### src/rtl/core/tte_pkg.sv
// ----------------------------------------------------------------------------
// tte_pkg
// Shared constants, types and helpers of the text terminal character engine.
// ----------------------------------------------------------------------------
package tte_pkg;

   localparam int COLUMNS       = 80;
   localparam int ROWS          = 25;
   localparam int MAX_PARAMS    = 10;
   localparam int SCREEN_CELLS  = ROWS * COLUMNS;
   localparam int LAST_ROW_POS  = (ROWS - 1) * COLUMNS;

   localparam logic [31:0] COLOUR_MAP_RESET = 32'h7351_6240;
   localparam logic [3:0]  FG_RESET         = 4'd7;
   localparam logic [3:0]  BG_RESET         = 4'd0;

   localparam logic [7:0] CHAR_BS       = 8'h08;
   localparam logic [7:0] CHAR_TAB      = 8'h09;
   localparam logic [7:0] CHAR_LF       = 8'h0a;
   localparam logic [7:0] CHAR_CR       = 8'h0d;
   localparam logic [7:0] CHAR_ESC      = 8'h1b;
   localparam logic [7:0] CHAR_SPACE    = 8'h20;
   localparam logic [7:0] CHAR_LBRACKET = 8'h5b;
   localparam logic [7:0] CHAR_SEMI     = 8'h3b;
   localparam logic [7:0] CHAR_SGR_END  = 8'h6d;
   localparam logic [7:0] CHAR_ZERO     = 8'h30;
   localparam logic [7:0] CHAR_NINE     = 8'h39;

   localparam logic [7:0] SGR_FG_FIRST  = 8'd30;
   localparam logic [7:0] SGR_FG_LAST   = 8'd37;
   localparam logic [7:0] SGR_BG_FIRST  = 8'd40;
   localparam logic [7:0] SGR_BG_LAST   = 8'd47;

   typedef struct packed {
      logic       active;
      logic [7:0] attr_cur;
      logic [7:0] attr_next;
   } tte_esc_status_type;

   typedef struct packed {
      logic        cell_write;
      logic [10:0] cell_index;
      logic [15:0] cell_value;
      logic        scroll_up;
      logic [10:0] cursor_position;
   } tte_cell_type;

   typedef struct packed {
      logic        cell_write;
      logic [10:0] cell_index;
      logic [15:0] cell_value;
      logic        scroll_up;
      logic [10:0] cursor_position;
      logic [7:0]  attribute_now;
   } tte_result_type;

   function automatic logic [10:0] lin_pos(input logic [4:0] row, input logic [6:0] col);
      lin_pos = 11'(int'(row) * COLUMNS + int'(col));
   endfunction

endpackage

### src/rtl/core/tte_ifs.sv
// ----------------------------------------------------------------------------
// tte_ifs
// Valid/ready channels of the text terminal character engine.
// ----------------------------------------------------------------------------
interface tte_req_if;
   logic       valid;
   logic       ready;
   logic [7:0] char_code;

   modport source (output valid, output char_code, input ready);
   modport sink   (input valid, input char_code, output ready);
endinterface

interface tte_rsp_if;
   logic        valid;
   logic        ready;
   logic        cell_write;
   logic [10:0] cell_index;
   logic [15:0] cell_value;
   logic        scroll_up;
   logic [10:0] cursor_position;
   logic [7:0]  attribute_now;

   modport source (output valid, output cell_write, output cell_index, output cell_value,
                   output scroll_up, output cursor_position, output attribute_now,
                   input ready);
   modport sink   (input valid, input cell_write, input cell_index, input cell_value,
                   input scroll_up, input cursor_position, input attribute_now,
                   output ready);
endinterface

interface tte_csr_if;
   logic        valid;
   logic        ready;
   logic [31:0] colour_map;

   modport source (output valid, output colour_map, input ready);
   modport sink   (input valid, input colour_map, output ready);
endinterface

### src/rtl/core/tte_escape.sv
// ----------------------------------------------------------------------------
// tte_escape
// ANSI escape parser and SGR colour state.
// ----------------------------------------------------------------------------
module tte_escape (
   input  logic                        clock,
   input  logic                        reset,
   input  logic                        step,
   input  logic [7:0]                  char_code,
   input  logic [31:0]                 colour_map,
   output tte_pkg::tte_esc_status_type status
);

   logic       in_escape_ff, in_escape_in;
   logic       csi_seen_ff, csi_seen_in;
   logic [3:0] param_count_ff, param_count_in;
   // only the first two parameters are ever applied
   logic [7:0] param0_ff, param0_in;
   logic [7:0] param1_ff, param1_in;
   logic [3:0] fg_ff, fg_in;
   logic [3:0] bg_ff, bg_in;
   logic [7:0] digit;
   logic [2:0] fg_sel, bg_sel;

   assign digit  = char_code - tte_pkg::CHAR_ZERO;
   assign fg_sel = 3'(param0_ff - tte_pkg::SGR_FG_FIRST);
   assign bg_sel = 3'(param1_ff - tte_pkg::SGR_BG_FIRST);

   always_comb begin
      in_escape_in   = in_escape_ff;
      csi_seen_in    = csi_seen_ff;
      param_count_in = param_count_ff;
      param0_in      = param0_ff;
      param1_in      = param1_ff;
      fg_in          = fg_ff;
      bg_in          = bg_ff;
      if (!in_escape_ff) begin
         if (char_code == tte_pkg::CHAR_ESC) begin
            in_escape_in = 1'b1;
            csi_seen_in  = 1'b0;
         end
      end else if (char_code == tte_pkg::CHAR_SGR_END) begin
         in_escape_in = 1'b0;
         if (csi_seen_ff && (param_count_ff == 4'd1 || param_count_ff == 4'd2)) begin
            if (param0_ff >= tte_pkg::SGR_FG_FIRST && param0_ff <= tte_pkg::SGR_FG_LAST) begin
               fg_in = colour_map[{fg_sel, 2'b00} +: 4];
            end
            if (param_count_ff == 4'd2 && param1_ff >= tte_pkg::SGR_BG_FIRST &&
                param1_ff <= tte_pkg::SGR_BG_LAST) begin
               bg_in = colour_map[{bg_sel, 2'b00} +: 4];
            end
         end
      end else if (char_code == tte_pkg::CHAR_LBRACKET) begin
         csi_seen_in    = 1'b1;
         param_count_in = 4'd1;
         param0_in      = '0;
         param1_in      = '0;
      end else if (!csi_seen_ff) begin
         in_escape_in = in_escape_ff;
      end else if (char_code == tte_pkg::CHAR_SEMI) begin
         if (param_count_ff < 4'(tte_pkg::MAX_PARAMS)) begin
            param_count_in = param_count_ff + 4'd1;
         end
      end else if (char_code >= tte_pkg::CHAR_ZERO && char_code <= tte_pkg::CHAR_NINE) begin
         if (param_count_ff == 4'd1) begin
            param0_in = (param0_ff * 8'd10) + digit;
         end else if (param_count_ff == 4'd2) begin
            param1_in = (param1_ff * 8'd10) + digit;
         end
      end
   end

   always_ff @(posedge clock) begin
      if (reset) begin
         in_escape_ff   <= 1'b0;
         csi_seen_ff    <= 1'b0;
         param_count_ff <= '0;
         param0_ff      <= '0;
         param1_ff      <= '0;
         fg_ff          <= tte_pkg::FG_RESET;
         bg_ff          <= tte_pkg::BG_RESET;
      end else if (step) begin
         in_escape_ff   <= in_escape_in;
         csi_seen_ff    <= csi_seen_in;
         param_count_ff <= param_count_in;
         param0_ff      <= param0_in;
         param1_ff      <= param1_in;
         fg_ff          <= fg_in;
         bg_ff          <= bg_in;
      end
   end

   assign status.active    = in_escape_ff;
   assign status.attr_cur  = {bg_ff, fg_ff};
   assign status.attr_next = {bg_in, fg_in};

endmodule

### src/rtl/core/tte_cursor.sv
// ----------------------------------------------------------------------------
// tte_cursor
// Cursor movement, cell write generation and scroll detection.
// ----------------------------------------------------------------------------
module tte_cursor (
   input  logic                        clock,
   input  logic                        reset,
   input  logic                        step,
   input  logic [7:0]                  char_code,
   input  tte_pkg::tte_esc_status_type esc,
   output tte_pkg::tte_cell_type       cursor_out
);

   logic [4:0] row_ff, row_in;
   logic [6:0] col_ff, col_in;
   logic [6:0] col_wr;
   logic [7:0] col_nx;
   logic [5:0] row_nx;
   logic       wr;
   logic [7:0] wr_char;
   logic       scroll;

   always_comb begin
      col_wr  = col_ff;
      col_nx  = {1'b0, col_ff};
      row_nx  = {1'b0, row_ff};
      wr      = 1'b0;
      wr_char = char_code;
      scroll  = 1'b0;
      if (!esc.active) begin
         unique case (char_code)
            tte_pkg::CHAR_BS: begin
               if (col_ff != 7'd0) begin
                  col_wr = col_ff - 7'd1;
               end
               col_nx  = {1'b0, col_wr};
               wr      = 1'b1;
               wr_char = tte_pkg::CHAR_SPACE;
            end
            tte_pkg::CHAR_TAB: begin
               col_nx = {1'b0, col_ff[6:3], 3'b000} + 8'd8;
            end
            tte_pkg::CHAR_LF: begin
               row_nx = row_nx + 6'd1;
               col_nx = '0;
            end
            tte_pkg::CHAR_CR: begin
               col_nx = '0;
            end
            tte_pkg::CHAR_ESC: begin
               col_nx = {1'b0, col_ff};
            end
            default: begin
               wr     = 1'b1;
               col_nx = {1'b0, col_ff} + 8'd1;
            end
         endcase
         if (col_nx >= 8'(tte_pkg::COLUMNS)) begin
            row_nx = row_nx + 6'd1;
            col_nx = '0;
         end
         if (row_nx >= 6'(tte_pkg::ROWS)) begin
            scroll = 1'b1;
            row_nx = 6'(tte_pkg::ROWS - 1);
            col_nx = '0;
         end
      end
      row_in = row_nx[4:0];
      col_in = col_nx[6:0];
   end

   always_ff @(posedge clock) begin
      if (reset) begin
         row_ff <= '0;
         col_ff <= '0;
      end else if (step) begin
         row_ff <= row_in;
         col_ff <= col_in;
      end
   end

   assign cursor_out.cell_write      = wr;
   assign cursor_out.cell_index      = wr ? tte_pkg::lin_pos(row_ff, col_wr) : '0;
   assign cursor_out.cell_value      = wr ? {esc.attr_cur, wr_char} : '0;
   assign cursor_out.scroll_up       = scroll;
   assign cursor_out.cursor_position = tte_pkg::lin_pos(row_in, col_in);

endmodule

### src/rtl/core/text_terminal_char_engine_core.sv
// ----------------------------------------------------------------------------
// text_terminal_char_engine_core
// Text mode terminal engine: cursor control, cell writes and ANSI SGR colours.
// ----------------------------------------------------------------------------
// One word in, one word out. Throughput is one byte per clock while the rsp
// side is ready; a byte passes the input register, then the result register.
// Cursor, colour and escape parser state update as the byte moves between
// them, so the next byte sees the new state. The colour map register is
// written through the csr channel, which is always ready.
module text_terminal_char_engine_core (
   input  logic    clock,
   input  logic    reset,
   tte_req_if.sink   req_bus,
   tte_rsp_if.source rsp_bus,
   tte_csr_if.sink   csr_bus
);

   logic                        in_valid_ff, in_valid_in;
   logic [7:0]                  char_ff;
   logic                        rsp_valid_ff, rsp_valid_in;
   tte_pkg::tte_result_type     rsp_data_ff, rsp_data_in;
   logic [31:0]                 colour_map_ff;
   logic                        advance;
   logic                        req_take;
   tte_pkg::tte_esc_status_type esc_status;
   tte_pkg::tte_cell_type       cursor_out;

   assign advance       = in_valid_ff && (!rsp_valid_ff || rsp_bus.ready);
   assign req_bus.ready = !in_valid_ff || advance;
   assign req_take      = req_bus.valid && req_bus.ready;
   assign in_valid_in   = req_take || (in_valid_ff && !advance);
   assign rsp_valid_in  = advance || (rsp_valid_ff && !rsp_bus.ready);
   assign csr_bus.ready = 1'b1;

   tte_escape u_escape (
      .clock      (clock),
      .reset      (reset),
      .step       (advance),
      .char_code  (char_ff),
      .colour_map (colour_map_ff),
      .status     (esc_status)
   );

   tte_cursor u_cursor (
      .clock      (clock),
      .reset      (reset),
      .step       (advance),
      .char_code  (char_ff),
      .esc        (esc_status),
      .cursor_out (cursor_out)
   );

   always_comb begin
      rsp_data_in.cell_write      = cursor_out.cell_write;
      rsp_data_in.cell_index      = cursor_out.cell_index;
      rsp_data_in.cell_value      = cursor_out.cell_value;
      rsp_data_in.scroll_up       = cursor_out.scroll_up;
      rsp_data_in.cursor_position = cursor_out.cursor_position;
      rsp_data_in.attribute_now   = esc_status.attr_next;
   end

   always_ff @(posedge clock) begin
      if (reset) begin
         in_valid_ff   <= 1'b0;
         rsp_valid_ff  <= 1'b0;
         colour_map_ff <= tte_pkg::COLOUR_MAP_RESET;
      end else begin
         in_valid_ff  <= in_valid_in;
         rsp_valid_ff <= rsp_valid_in;
         if (csr_bus.valid) begin
            colour_map_ff <= csr_bus.colour_map;
         end
      end
   end

   always_ff @(posedge clock) begin
      if (req_take) begin
         char_ff <= req_bus.char_code;
      end
      if (advance) begin
         rsp_data_ff <= rsp_data_in;
      end
   end

   assign rsp_bus.valid           = rsp_valid_ff;
   assign rsp_bus.cell_write      = rsp_data_ff.cell_write;
   assign rsp_bus.cell_index      = rsp_data_ff.cell_index;
   assign rsp_bus.cell_value      = rsp_data_ff.cell_value;
   assign rsp_bus.scroll_up       = rsp_data_ff.scroll_up;
   assign rsp_bus.cursor_position = rsp_data_ff.cursor_position;
   assign rsp_bus.attribute_now   = rsp_data_ff.attribute_now;

   a_idle_cell_zero: assert property (@(posedge clock) disable iff (reset)
      rsp_valid_ff && !rsp_data_ff.cell_write |->
         rsp_data_ff.cell_index == '0 && rsp_data_ff.cell_value == '0)
      else $error("cell fields set without a cell write");

   a_scroll_home: assert property (@(posedge clock) disable iff (reset)
      rsp_valid_ff && rsp_data_ff.scroll_up |->
         rsp_data_ff.cursor_position == 11'(tte_pkg::LAST_ROW_POS))
      else $error("scroll without cursor at start of last row");

   a_cursor_range: assert property (@(posedge clock) disable iff (reset)
      rsp_valid_ff |-> rsp_data_ff.cursor_position < 11'(tte_pkg::SCREEN_CELLS))
      else $error("cursor position off screen");

   a_input_hold: assert property (@(posedge clock) disable iff (reset)
      in_valid_ff && !advance |=> in_valid_ff && $stable(char_ff))
      else $error("stalled input word lost");

endmodule

### src/flat_wrapper.sv
// flat-port wrapper written by rule: the top's interface ports become plain ports
module text_terminal_char_engine_core_flat 
  (clock, reset, req_bus_valid, req_bus_char_code, req_bus_ready, rsp_bus_valid, rsp_bus_cell_write, rsp_bus_cell_index, rsp_bus_cell_value, rsp_bus_scroll_up, rsp_bus_cursor_position, rsp_bus_attribute_now, rsp_bus_ready, csr_bus_valid, csr_bus_colour_map, csr_bus_ready);
  tte_req_if req_bus_i ();
  tte_rsp_if rsp_bus_i ();
  tte_csr_if csr_bus_i ();
  input  logic clock;
  input  logic reset;
  input wire logic [$bits(req_bus_i.valid)-1:0] req_bus_valid;
  input wire logic [$bits(req_bus_i.char_code)-1:0] req_bus_char_code;
  output wire logic [$bits(req_bus_i.ready)-1:0] req_bus_ready;
  output wire logic [$bits(rsp_bus_i.valid)-1:0] rsp_bus_valid;
  output wire logic [$bits(rsp_bus_i.cell_write)-1:0] rsp_bus_cell_write;
  output wire logic [$bits(rsp_bus_i.cell_index)-1:0] rsp_bus_cell_index;
  output wire logic [$bits(rsp_bus_i.cell_value)-1:0] rsp_bus_cell_value;
  output wire logic [$bits(rsp_bus_i.scroll_up)-1:0] rsp_bus_scroll_up;
  output wire logic [$bits(rsp_bus_i.cursor_position)-1:0] rsp_bus_cursor_position;
  output wire logic [$bits(rsp_bus_i.attribute_now)-1:0] rsp_bus_attribute_now;
  input wire logic [$bits(rsp_bus_i.ready)-1:0] rsp_bus_ready;
  input wire logic [$bits(csr_bus_i.valid)-1:0] csr_bus_valid;
  input wire logic [$bits(csr_bus_i.colour_map)-1:0] csr_bus_colour_map;
  output wire logic [$bits(csr_bus_i.ready)-1:0] csr_bus_ready;
  assign req_bus_i.valid = req_bus_valid;
  assign req_bus_i.char_code = req_bus_char_code;
  assign req_bus_ready = req_bus_i.ready;
  assign rsp_bus_valid = rsp_bus_i.valid;
  assign rsp_bus_cell_write = rsp_bus_i.cell_write;
  assign rsp_bus_cell_index = rsp_bus_i.cell_index;
  assign rsp_bus_cell_value = rsp_bus_i.cell_value;
  assign rsp_bus_scroll_up = rsp_bus_i.scroll_up;
  assign rsp_bus_cursor_position = rsp_bus_i.cursor_position;
  assign rsp_bus_attribute_now = rsp_bus_i.attribute_now;
  assign rsp_bus_i.ready = rsp_bus_ready;
  assign csr_bus_i.valid = csr_bus_valid;
  assign csr_bus_i.colour_map = csr_bus_colour_map;
  assign csr_bus_ready = csr_bus_i.ready;
  text_terminal_char_engine_core u_core (.clock(clock), .reset(reset), .req_bus(req_bus_i), .rsp_bus(rsp_bus_i), .csr_bus(csr_bus_i));
endmodule
### config.mk
export PLATFORM = sky130hd
export DESIGN_NAME = text_terminal_char_engine_core_flat
export DESIGN_NICKNAME = d
export VERILOG_FILES = /design/src/rtl/core/tte_pkg.sv /design/src/rtl/core/tte_ifs.sv /design/src/rtl/core/tte_escape.sv /design/src/rtl/core/tte_cursor.sv /design/src/rtl/core/text_terminal_char_engine_core.sv /design/src/flat_wrapper.sv
export SDC_FILE = /design/constraint.sdc
export NUM_CORES = 1
export LEC_CHECK = 0
export BUFFER_PORTS_ARGS = -buffer_cell sky130_fd_sc_hd__buf_4
export CAP_MARGIN = 25
export CORE_ASPECT_RATIO = 0.8
export CORE_MARGIN = 1.5
export CORE_UTILIZATION = 50
export DETAILED_ROUTE_END_ITERATION = 12
export PLACE_DENSITY = 0.69
export SLEW_MARGIN = 10
export SYNTH_ARGS = -nofsm -noshare
export SYNTH_HDL_FRONTEND = slang
export SYNTH_SLANG_ARGS = --single-unit
### constraint.sdc
create_clock -name clock -period 8.3 [get_ports clock]
set_input_delay 0.83 -clock clock [delete_from_list [all_inputs] [get_ports clock]]
set_output_delay 0.83 -clock clock [all_outputs]
set_load 0.02 [all_outputs]
Word-level counts from Yosys, hierarchy flattened
Cells that the tools add are included.
{"block": "classes", "n_addsub": 13, "multipliers": 4, "n_lt_le_gt_ge": 9, "n_eq_ne": 14, "n_shift": 2, "n_mux": 49, "n_bitwise": 1, "reduce_logical": 32}
{"op": "$mux 8", "n": 14}
{"op": "$shiftx 32x6->4", "n": 2}
{"op": "$mux 4", "n": 12}
{"op": "$mux 7", "n": 6}
{"op": "$eq 8x4->1 const B", "n": 4}
{"op": "$pmux 8 s4", "n": 1}
{"op": "$le 8x6->1 const B", "n": 3}
{"op": "$mux 6", "n": 4}
{"op": "$add 11x7->11", "n": 2}
{"op": "$add 8x8->8", "n": 2}
{"op": "$eq 8x7->1 const B", "n": 2}
{"op": "$ge 8x6->1 const B", "n": 2}
{"op": "$mul 8x3->7 const B", "n": 2}
{"op": "$mul 5x3->7 const B", "n": 2}
{"op": "$reduce_bool 2->1", "n": 7}
{"op": "$mux 1", "n": 10}
{"op": "$mux 5", "n": 2}
{"op": "$logic_and 1x1->1", "n": 9}
{"op": "$add 7x1->8 const B", "n": 1}
{"op": "$add 7x4->8 const B", "n": 1}
{"op": "$eq 8x5->1 const B", "n": 1}
{"op": "$eq 8x6->1 const B", "n": 1}
{"op": "$ge 8x5->1 const B", "n": 1}
{"op": "$ge 8x7->1 const B", "n": 1}
{"op": "other kinds (23)", "n": 32}
{"block": "totals", "reg_bits": 132, "wordCells": 143}

Logic depth before layout (Yosys ltp)
Gate-level depths: netlist of the first run.
{"block": "logic_depth", "word_depth": 12, "ltp_mapped": 26, "ltp_nobuf": 24}

By module
Synthesis of the first run repeated with hierarchy kept, for this count alone.
{"block": "hier_totals", "cells_unflattened": 843, "area_unflattened_um2": 8428.1}
{"mod": "tte_escape", "n_inst": 1, "cells_each": 321, "area_per_inst_um2": 2975.4, "seq_area_each_um2": 600.6}
{"mod": "text_terminal_char_engine_core", "n_inst": 1, "cells_each": 172, "area_per_inst_um2": 2956.6, "seq_area_each_um2": 2362.3}
{"mod": "tte_cursor", "n_inst": 1, "cells_each": 350, "area_per_inst_um2": 2496.1, "seq_area_each_um2": 240.2}

Worst setup path after synthesis of the first run
OpenSTA, ideal clock, no wires.
{"block": "synth_path", "path_type": "flip-flop to flip-flop", "from": "register u_core.char_ff[7]", "to": "register u_core.rsp_data_ff (netlist bit u_core.rsp_bus.cursor_position[10]) (data pin)", "setup_time_ns": 0.255, "t_arrival_ns": 5.693, "required_ns": 8.045, "setup_slack_ns": 2.351, "path_stages_with_launch": 24, "n_path_buf": 3, "period_less_slack_ns": 5.949, "cell_sequence": "edfxtp_1 > or3b_1 > clkbuf_1 > or2_1 > clkbuf_1 > xnor2_1 > ha_1 > xnor2_1 > or3_1 > a21oi_1 > a31oi_1 > mux2_4 > or2_1 > buf_6 > o31ai_1 > ha_1 > ha_1 > fa_1 > nand2_1 > or3_1 > mux2i_1 > a221oi_1 > nor4b_1 > and3b_1"}
{"item": "start, declared", "line_no": "text_terminal_char_engine_core.sv:19", "text": "logic [7:0] char_ff;"}
{"item": "start signal, assigned", "line_no": "text_terminal_char_engine_core.sv:78", "text": "char_ff <= req_bus.char_code;"}
{"item": "end signal, assigned", "line_no": "text_terminal_char_engine_core.sv:81", "text": "rsp_data_ff <= rsp_data_in;"}
{"item": "end, declared", "line_no": "text_terminal_char_engine_core.sv:21", "text": "tte_pkg::tte_result_type rsp_data_ff, rsp_data_in;"}

==> impl_results.md, run 1 <==
- Post-synthesis mux area share: 9.80%
- Leakage: 0.00399 uW
- CTS tree: built
- Cell Chain, Critical Path: inv_1 -> ha_1 -> nor3b_1 -> nor3b_2 -> a21oi_1 -> o211ai_1 -> a31o_4 -> mux2_4 -> or2_1 -> o31ai_1 -> ha_1 -> ha_1 -> fa_1 -> nand2_1 -> or3_1 -> mux2i_1 -> a221oi_1 -> nor4b_1 -> and3b_1
- Clk_skew: ~0.01 ns
- CP dominant cell by count: ha_1
- EDFF count, synth: between 50 and 60
- Vias: ~6600
- Root Buffer: clkbuf_16
- Worst path max stage delay: about 0.53 ns
- Skew-Pair Late Insertion Delay: 0.43 ns
- Crit path max fanout: 8
- Simple-Gate Fraction of Synth Area: ~18%
- Final min period: between 6 and 7 ns
- Max-slew violation count: 0
- Hold Crit Class: reg2reg
- Total track usage: between 20% and 30%
- Synth Warn #: 0
- Max-cap viol count: 0
- Worst vdd rail ir drop: 0.125 mV
- RSZ-0062 raised after global routing: no
- Netlist cell types: between 70 and 80
- Gate power share: 10.6%
- Final setup violation count: 0
- Setup crit end kind: flip-flop
- First-pass GRT wire length: between 30 and 40 mm
- PwrDens: 168 nW/um^2
- Post-DRT Antenna Nets: 0
- Sequential power share: 45.4%
- Layout cell share with drive strength beyond 1: 16.5%
- Initial DRC count: approximately 590
- WHS: ~0.47 ns
- Residual DRC: 0
- FP Rows: between 40 and 50
- Port Buf Inserts: 94
- Total power: between 1500 and 2000 uW
- Net Sw Power: around 430 uW
- Final cell utilization of the core: 60.1%
- Synth async-reset ratio: 0%
- Seq/Total Area, Yosys: between 30% and 40%
- Initial Util: about half
- Slowest stage cell, crit path: fa_1
- Initial antenna violation count: 0
- Sw Share: between 20% and 30%
- Placer Congestion: about 0.9
- Cts hold-fix bufs: 0
- Top Ports: 96
- Post-DP Area: around 9000 sq um
- WL/cell: approximately 18 microns
- Clk pwr share: between 40% and 50%
- Status: finished, final reports clean
- CTS buffer count: 17
- Crit Path Category: reg2reg
- Worst path arrival time: just under 7 ns
- Post-synthesis net count: about 960
- Setup crit start kind: flip-flop
- Most frequent cells in the layout: 97 x buf_4, 82 x nor2_1, 82 x nand2_1
- Synth Area in Adders: 10.9%
- Most used DFF post-synth: dfxtp_1
- Final net count: between 1000 and 1500
- Commonest non-fill, non-tap cell in the layout: buf_4
- Syn Std Cell Area: around 8200 sq um
- Total Die Area: approximately 17000 sq um
- Remaining global-route overflow: 0
- Worst reg-to-reg path cell count: 19
- Peak Freq: around 150 MHz
- Final-report hold violation count: 0
- Routed vias/inst: between 5 and 6
- Number of iterations in the first detailed-routing pass: 5
- Worst hold stages: 2
- Slew headroom: approximately 47%
- HPWL after DPL: roughly 14 mm
- Routed WL: 20.4 mm
- Die Ht: 118 microns
- Post-synthesis xor/xnor area fraction: 5.21%
- Post-route clock period utilization: roughly 80%
- Design area: around 9600 sq um
- Total Negative Setup Slacks: 0 ns
- Cells after Synth: 850
- Synth Area per Inst: 9.67 sq um
- Slew @ Worst Pin: 0.792 ns
- Largest family of logic cells by synthesized area: simple AND/OR/NAND/NOR gates
- Compound-Gate Fraction of Synth Area: between 10% and 20%
- # fillers: between 1000 and 1500
- Vias in the first global route: roughly 6300
- Postcts setup bufs: 0
- Placeable Area: 15900 sq um
- ANT cells: 0
- Reg clk slew, reported paths: approximately 0.060 ns
- Sink Count: 132
- Clock Path Buffers: 2
- Post-CTS Resized: 0
- Area growth from synthesis to layout: 16.3%
- Maximum number of pins on one net before global-route repair: 57
- Htree depth: 4
- Synth Register Bits: 132
- Die X: ~150 microns
- Worst endpoint required time: ~8.5 ns
- Internal power: 1170 uW
## layout make-up
class / count / area (sq um) / area share [%]
timing repair buffer: 97 / 728 / 7.61
multi-input combinational: 644 / 4710 / 49.3
clock inverter: 14 / 118 / 1.23
clock buffer: 18 / 429 / 4.49
tap: 215 / 269 / 2.81
inverter: 27 / 101 / 1.06
sequential: 132 / 3200 / 33.5
## cell usage after synthesis, drive strengths merged (4+ instances only)
cell	n	area [sq um]
or3	5	31.3
o31ai	9	67.6
and2	20	125
or4	4	30.0
edfxtp	56	1680
nor2	82	308
nor4	5	37.5
dfxtp	76	1520
xor2	8	70.1
nand4	8	50.1
a211oi	4	30.0
buf	13	72.6
nand2b	8	50.1
and3	6	37.5
mux4	16	360
xnor2	40	358
o211ai	4	30.0
nor2b	14	87.6
a21o	15	113
ha	59	738
a22oi	6	45.0
clkbuf	34	128
a31oi	7	50.1
nor3	16	80.1
nor3b	4	40.0
or2	4	25.0
fa	8	160
o31a	5	43.8
a21oi	55	275
nand2	82	308
o21ai	41	205
mux2i	43	430
nand3	18	90.1
inv	27	101
## per-stage QoR
| stage | std cells | worst slack [ns] |
|---|---|---|
| final | 1147 | 1.66 |
| after global routing | 1147 | 1.06 |
| after CTS | 1147 | 1.72 |
| after detailed placement | 1115 | 1.75 |
| after global placement | 1115 | 1.96 |
| after floorplan | 850 | 2.35 |
## flip-flops by register name, indices dropped and copies added (netlist names), 4 cells and up
signal                          flops
u_core.u_escape.param_count_ff      4
u_core.rsp_bus.cell_index          11
u_core.u_escape.param1_ff           8
u_core.rsp_bus.cell_value          16
u_core.u_cursor.col_ff              7
u_core.u_escape.bg_ff               4
u_core.colour_map_ff               32
u_core.u_escape.param0_ff           8
u_core.u_cursor.row_ff              5
u_core.rsp_bus.cursor_position     11
u_core.rsp_bus.attribute_now        8
u_core.u_escape.fg_ff               4
u_core.char_ff                      8
## critical path: cells and delay by family, from the launching register on
family	cells	cell delay, ns
mux	2	0.47
buf+inv	1	0.19
flops	1	0.44
fa+ha+maj	4	1.37
compound gates	5	1.72
simple gates	7	2.20
## routing by layer
metal / part of all wire [%] / vias up / global-route usage [%]
li1: - / 3239 / -
met1: 50 / 3149 / 36.7
met2: 42 / 241 / 34.9
met3: 6.9 / 19 / 5.97
met4: 1.2 / 0 / 6.69
met5: 0 / - / 0
## cells by family (layout without fill, tap and decap cells)
group	after synthesis	count (layout)
XOR/XNOR	48	48
AO/OA/AOI/OAI	176	176
other	1	1
multiplexers	60	60
buffers and inverters	74	156
AND/OR/NAND/NOR	292	292
adder cells (fa/ha/maj)	67	67
flip-flops	132	132
## power by group through the flow
| stage | sequential, uW | clock (uW) | combinational (uW) |
|---|---|---|---|
| after floorplan | 746 | 0 | 103 |
| after global placement | 741 | 0 | 168 |
| after detailed placement | 741 | 0 | 168 |
| after CTS | 728 | 718 | 170 |
| after global routing | 732 | 741 | 185 |
| final | 728 | 705 | 170 |
## path summary, 6_finish.rpt
check | startpoint | end | slack, ns
max | u_core.char_ff[4] | u_core.rsp_bus.cursor_position[10] | 1.66
min | u_core.u_escape.bg_ff[3] | u_core.u_escape.bg_ff[3] | 0.47
max reg2reg | u_core.char_ff[4] | u_core.rsp_bus.cursor_position[10] | 1.66
min reg2reg | u_core.u_escape.bg_ff[3] | u_core.u_escape.bg_ff[3] | 0.47
(Power assumes the default switching activity.)
==> run 2, diff against run 1 <==
==> constraint.sdc (replaced) <==
create_clock -name clock -period 6.8 [get_ports clock]
set_input_delay 0.68 -clock clock [delete_from_list [all_inputs] [get_ports clock]]
set_output_delay 0.68 -clock clock [all_outputs]
set_load 0.02 [all_outputs]
==> run 2 against run 1 <==
Compared with the run above: routed wire length up 0.48%; cell count rose by 0.87%; register-to-register slack got worse by 1.1 ns; critical path depth increased by 4; utilization grew 0.85 points; sequential share of layout area shrank 0.47 points; via count grew 0.75%; sequential power rose by 22%; power is 25% higher; fmax up 6.0%; global-route usage barely moved; critical endpoint unchanged; largest power group is now the clock network.
==> impl_results.md, run 2 (synthesis results as in run 1) <==
- Total Negative Setup Slacks: 0 ns
- Initial Util: a little over 50%
- Post-route clock period utilization: between 90 and 100%
- Setup crit start kind: flip-flop
- Placer Congestion: 0.926
- Top Ports: 96
- CTS buffer count: 17
- Skew-Pair Late Insertion Delay: about 0.44 ns
- Initial antenna violation count: 0
- Commonest non-fill, non-tap cell in the layout: buf_4
- Worst path max stage delay: roughly 0.53 ns
- Placeable Area: 15900 sq um
- RSZ-0062 raised after global routing: no
- Clock Path Buffers: 2
- Setup crit end kind: flip-flop
- Peak Freq: about 160 MHz
- Remaining global-route overflow: 0
- Slowest stage cell, crit path: fa_1
- PwrDens: between 200 and 250 nW/um^2
- Clk_skew: roughly 0.015 ns
- Most flop-heavy register: u_core.colour_map_ff
- FP Rows: between 40 and 50
- Max-slew violation count: 0
- Initial DRC count: 634
- ANT cells: 0
- Final cell utilization of the core: approximately 61%
- Final net count: around 1000
- CP Buf/Inv Count: 2
- Worst vdd rail ir drop: about 0.18 mV
- WL/cell: approximately 18 microns
- HPWL after DPL: 14.7 mm
- Crit Path Category: reg2reg
- Layout cell share with drive strength beyond 1: between 10% and 20%
- Worst path arrival time: 6.47 ns
- Htree depth: 4
- Total track usage: about 25%
- Final setup violation count: 0
- Max-cap viol count: 0
- Most frequent cells in the layout: 107 x buf_4, 82 x nor2_1, 82 x nand2_1
- Slew headroom: between 40% and 50%
- Port Buf Inserts: 94
- Slew @ Worst Pin: ~0.79 ns
- Die X: between 100 and 150 microns
- Final-report hold violation count: 0
- Residual DRC: 0
- Area growth from synthesis to layout: 18.0%
- Delay-heaviest family, CP: simple AND/OR/NAND/NOR gates
- Hold Crit Class: in2reg
- Vias in the first global route: 6241
- First-pass GRT wire length: approximately 33 mm
- Total Die Area: 17200 sq um
- Leakage: just over 0.004 uW
- Crit path max fanout: 7
- Post-DRT Antenna Nets: 0
- Root Buffer: clkbuf_16
- Worst endpoint required time: 7.00 ns
- Max FFs per register: 32
- Reg clk slew, reported paths: 0.07 ns
- Sink Count: 132
- Vias: 6698
- Die Ht: about 120 microns
- CP dominant cell by count: ha_1
- Cts hold-fix bufs: 0
- Status: finished, final reports clean
- Routed vias/inst: between 5 and 6
- Routed WL: about 20 mm
- Final min period: approximately 6.3 ns
- Number of iterations in the first detailed-routing pass: 5
- Cell Chain, Critical Path: inv_1 -> ha_1 -> nand4bb_4 -> or2_1 -> xnor2_1 -> ha_1 -> xnor2_1 -> or3_1 -> a21oi_1 -> a31oi_1 -> mux2_4 -> or2_1 -> o31ai_2 -> ha_1 -> ha_1 -> fa_1 -> nand2_1 -> or3_1 -> mux2i_1 -> a221oi_2 -> buf_4 -> nor4b_1 -> and3b_1
- Maximum number of pins on one net before global-route repair: between 50 and 60
- CTS tree: built
-- run 2: changes by cell type in the layout (fill, tap and decap cells not counted), sizes merged --
cell and change:
clkbuf -1, clkinv -4, inv +5, buf +10
-- run 2: area by class of cell --
| class | instances | area [sq um] |
|---|---|---|
| Clock buffer | 17 | 425 |
| Inverter | 27 | 101 |
| Tap cell | 215 | 269 |
| Clock inverter | 15 | 154 |
| Sequential cell | 132 | 3200 |
| Fill cell | 1355 | 6200 |
| Multi-Input combinational cell | 644 | 4740 |
| Timing Repair Buffer | 107 | 803 |
-- run 2: path summary, 6_finish.rpt --
path / cells after the start / startpoint / slack, ns / to
max reg2reg: 23 / u_core.char_ff[4] / 0.53 / u_core.rsp_bus.cursor_position[10]
max: 23 / u_core.char_ff[4] / 0.53 / u_core.rsp_bus.cursor_position[10]
min: 1 / req_bus_char_code[1] / 0.43 / u_core.char_ff[1]
min reg2reg: 2 / u_core.u_escape.bg_ff[1] / 0.47 / u_core.u_escape.bg_ff[1]
-- run 2: layer usage --
metal  vias up  track usage [%]  share of wire (%)
li1       3250                -                  -
met1      3178             37.0                 50
met2       244             33.6                 41
met3        26             7.02                7.7
met4         0             7.20                1.4
met5         -                0                  0
-- run 2: through the flow --
stage	std cells	total power (uW)	worst slack [ns]	instance area, sq um	hold WS (ns)
after global routing	1157	2080	0.0831	9700	0.418
after detailed placement	1124	1110	0.256	9080	0.463
final	1157	2010	0.530	9700	0.432
after global placement	1124	1110	0.499	9080	0.457
after CTS	1156	2020	0.245	9660	0.420
after floorplan	850	1040	0.851	8220	0.445
-- run 2: where the power goes --
part	internal (uW)	switching, uW
Combinational	94.6	119
Clock	492	420
Sequential	860	24.4
Total	1450	563
-- run 2: repair_timing --
action / 4_1_cts / 5_1_grt
resized for setup: 0 / 3
endpoints found under the setup margin: 0 / 1
hold endpoints to repair: 0 / 0
setup buffers: 0 / 1
==> run 3, diff against run 2 <==
--- a/config.mk
+++ b/config.mk
@@ -7,11 +7,12 @@
 export LEC_CHECK = 0
 export BUFFER_PORTS_ARGS = -buffer_cell sky130_fd_sc_hd__buf_4
 export CAP_MARGIN = 25
-export CORE_ASPECT_RATIO = 0.8
+export CORE_ASPECT_RATIO = 0.9
 export CORE_MARGIN = 1.5
 export CORE_UTILIZATION = 50
 export DETAILED_ROUTE_END_ITERATION = 12
 export PLACE_DENSITY = 0.69
+export RECOVER_POWER = 50
 export SLEW_MARGIN = 10
 export SYNTH_ARGS = -nofsm -noshare
 export SYNTH_HDL_FRONTEND = slang
==> run 3 against run 2 <==
Compared with the run above: the flow now finishes with violations (max-capacitance violations, max-slew violations); routed wire length is essentially flat; cell count fell by 1.1%; worst setup slack got worse by 0.051 ns; global-route usage shrank 0.25 points; non-clock buffer count decreased by 5; fmax fell by 0.81%; count of clock-buffer cells in the layout did not move; sequential power hardly changed; final area is 2.5% lower; critical path type unchanged; largest cell class unchanged; largest power group unchanged.
==> impl_results.md, run 3 (synthesis results as in run 1) <==
- Port Buf Inserts: between 90 and 100
- # fillers: 1451
- Max-slew violation count: 98
- ANT cells: 0
- Final net count: 1036
- WL/cell: approximately 18 microns
- Postcts setup bufs: 0
- Final-report hold violation count: 0
- FP Rows: 44
- Initial antenna violation count: 1
- Setup crit end kind: flip-flop
- Sink Count: between 100 and 150
- Slack of the critical path: 0.479 ns
- CTS buffer count: 17
- Slew headroom: -84.9%
- Hold Crit Endpoint: u_core.char_ff[7]
- Worst endpoint required time: around 7 ns
- Routed WL: about 20 mm
- Root Buffer: clkbuf_16
- Total track usage: 24.3%
- Area growth from synthesis to layout: 15.0%
- Worst reg-to-reg path cell count: 22
- Initial Util: 51.0%
- R2R setup slack: about 0.48 ns
- Layout cell share with drive strength beyond 1: between 10% and 20%
- Vias: approximately 6600
- Max-cap viol count: 2
- Total Negative Setup Slacks: 0 ns
- Worst hold stages: 1
- Failing checks: max-capacitance violations, max-slew violations
- Placeable Area: around 16000 sq um
- Skew-Pair Late Insertion Delay: between 0.4 and 0.5 ns
- First-pass GRT wire length: between 30 and 40 mm
- Final min period: ~6.3 ns
- Residual DRC: 0
- Hold Crit Class: in2reg
- Die Ht: between 100 and 150 microns
- Reg clk slew, reported paths: 0.06 ns
- Most frequent cells in the layout: 82 x nor2_1, 82 x nand2_1, 76 x dfxtp_1
- Crit Path Category: reg2reg
- Reg-to-Reg Start: u_core.char_ff[4]
- Worst vdd rail ir drop: ~0.18 mV
- Hold Startpoint: req_bus_char_code[7]
- Max FFs per register: 32
- Clock Path Buffers: 2
- Placer Congestion: between 0.9 and 1
- FF-to-FF End: u_core.rsp_bus.cursor_position[10]
- Final setup violation count: 0
- Maximum number of pins on one net before global-route repair: 57
- PwrDens: 214 nW/um^2
- Crit path max fanout: 7
- Peak Freq: roughly 160 MHz
- Total power: 2020 uW
- Die X: approximately 140 microns
- Clk_skew: around 0.012 ns
- Pre-CTS setup slack: between 0.3 and 0.4 ns
- Post-DRT Antenna Nets: 0
- Status: complete, but fails checks
- Leakage: between 0.003 and 0.004 uW
- Number of iterations in the first detailed-routing pass: 6
- Slew @ Worst Pin: 2.77 ns
- Setup crit start kind: flip-flop
- CTS tree: built
- Remaining global-route overflow: 0
- Vias in the first global route: ~6400
- Top Ports: 96
- Routed vias/inst: roughly 5.8
- Most flop-heavy register: u_core.colour_map_ff
- Htree depth: 4
- RSZ-0062 raised after global routing: no
- Total Die Area: roughly 17000 sq um
- Worst path arrival time: between 6 and 7 ns
- Post-route clock period utilization: between 90% and 100%
- Initial DRC count: 657
- HPWL after DPL: 14.6 mm
-- run 3: cell count changes in the layout (fill, tap and decap cells not counted), sizes merged --
cell | previous run | this run
buf | 107 | 41
bufinv | 0 | 2
clkbuf | 17 | 78
clkinvlp | 0 | 4
inv | 40 | 34
-- run 3: worst max-delay path by stage --
stage | from | end | slack [ns] | cells past startpoint
after floorplan | u_core.char_ff[7] | u_core.rsp_bus.cursor_position[10] | 0.85 | 23
after global placement | u_core.char_ff[4] | u_core.rsp_bus.cursor_position[10] | 0.53 | 22
after detailed placement | u_core.char_ff[4] | u_core.rsp_bus.cursor_position[10] | 0.32 | 22
after CTS | u_core.char_ff[4] | u_core.rsp_bus.cursor_position[10] | 0.31 | 22
after global routing | u_core.char_ff[4] | u_core.rsp_bus.cursor_position[10] | 0.05 | 22
final | u_core.char_ff[4] | u_core.rsp_bus.cursor_position[10] | 0.48 | 22
-- run 3: what timing repair did --
| action | in CTS | in global routing |
|---|---|---|
| setup endpoints to repair | 0 | 1 |
| hold buffers | 0 | 0 |
| gates resized for setup | 0 | 2 |
-- run 3: through the flow --
stage               utilization, %  instance area, sq um  std cells  hold slack (ns)
finish                        58.6                  9450       1144            0.450
global route                  58.6                  9450       1144            0.438
CTS                           59.8                  9640       1144            0.419
detailed placement            56.1                  9040       1112            0.471
global placement              56.1                  9040       1112            0.458
floorplan                        -                  8220        850            0.445
-- run 3: critical path, stage by stage (launching register included) --
cell       delay (ns)
edfxtp_1         0.45
inv_1            0.21
ha_1             0.30
nand4bb_1        0.19
or2_1            0.31
xnor2_1          0.27
ha_1             0.30
xnor2_1          0.09
or3_1            0.30
a21oi_1          0.24
a31oi_1          0.08
mux2_4           0.29
or2_1            0.31
o31ai_2          0.30
ha_1             0.28
ha_1             0.23
fa_1             0.52
nand2_1          0.11
or3_1            0.34
mux2i_1          0.14
a221oi_2         0.35
nor4b_1          0.25
and3b_1          0.21
-- run 3: report_power, final --
group / leakage [uW] / internal (uW) / switching (uW)
registers: 0.00114 / 861 / 24.1
logic: 0.00242 / 81.9 / 118
clock network: 0.000281 / 549 / 389
total: 0.00384 / 1490 / 531
-- run 3: metal layers --
layer | vias to the layer above | wire length, microns | global-route usage [%]
met4 | 2 | 260 | 6.19
met3 | 30 | 1370 | 5.34
li1 | 3229 | - | -
met5 | - | 11 | 0
met2 | 247 | 9390 | 38.9
met1 | 3130 | 9420 | 33.3
-- run 3: area by class of cell --
cell class	count	area [sq um]	share of cell area, %
timing repair buffer	102	567	6.00
clock inverter	15	170	1.80
multi-input combinational	644	4730	50.0
clock buffer	17	425	4.50
sequential	132	3200	33.9
inverter	27	101	1.07
tap	207	259	2.74
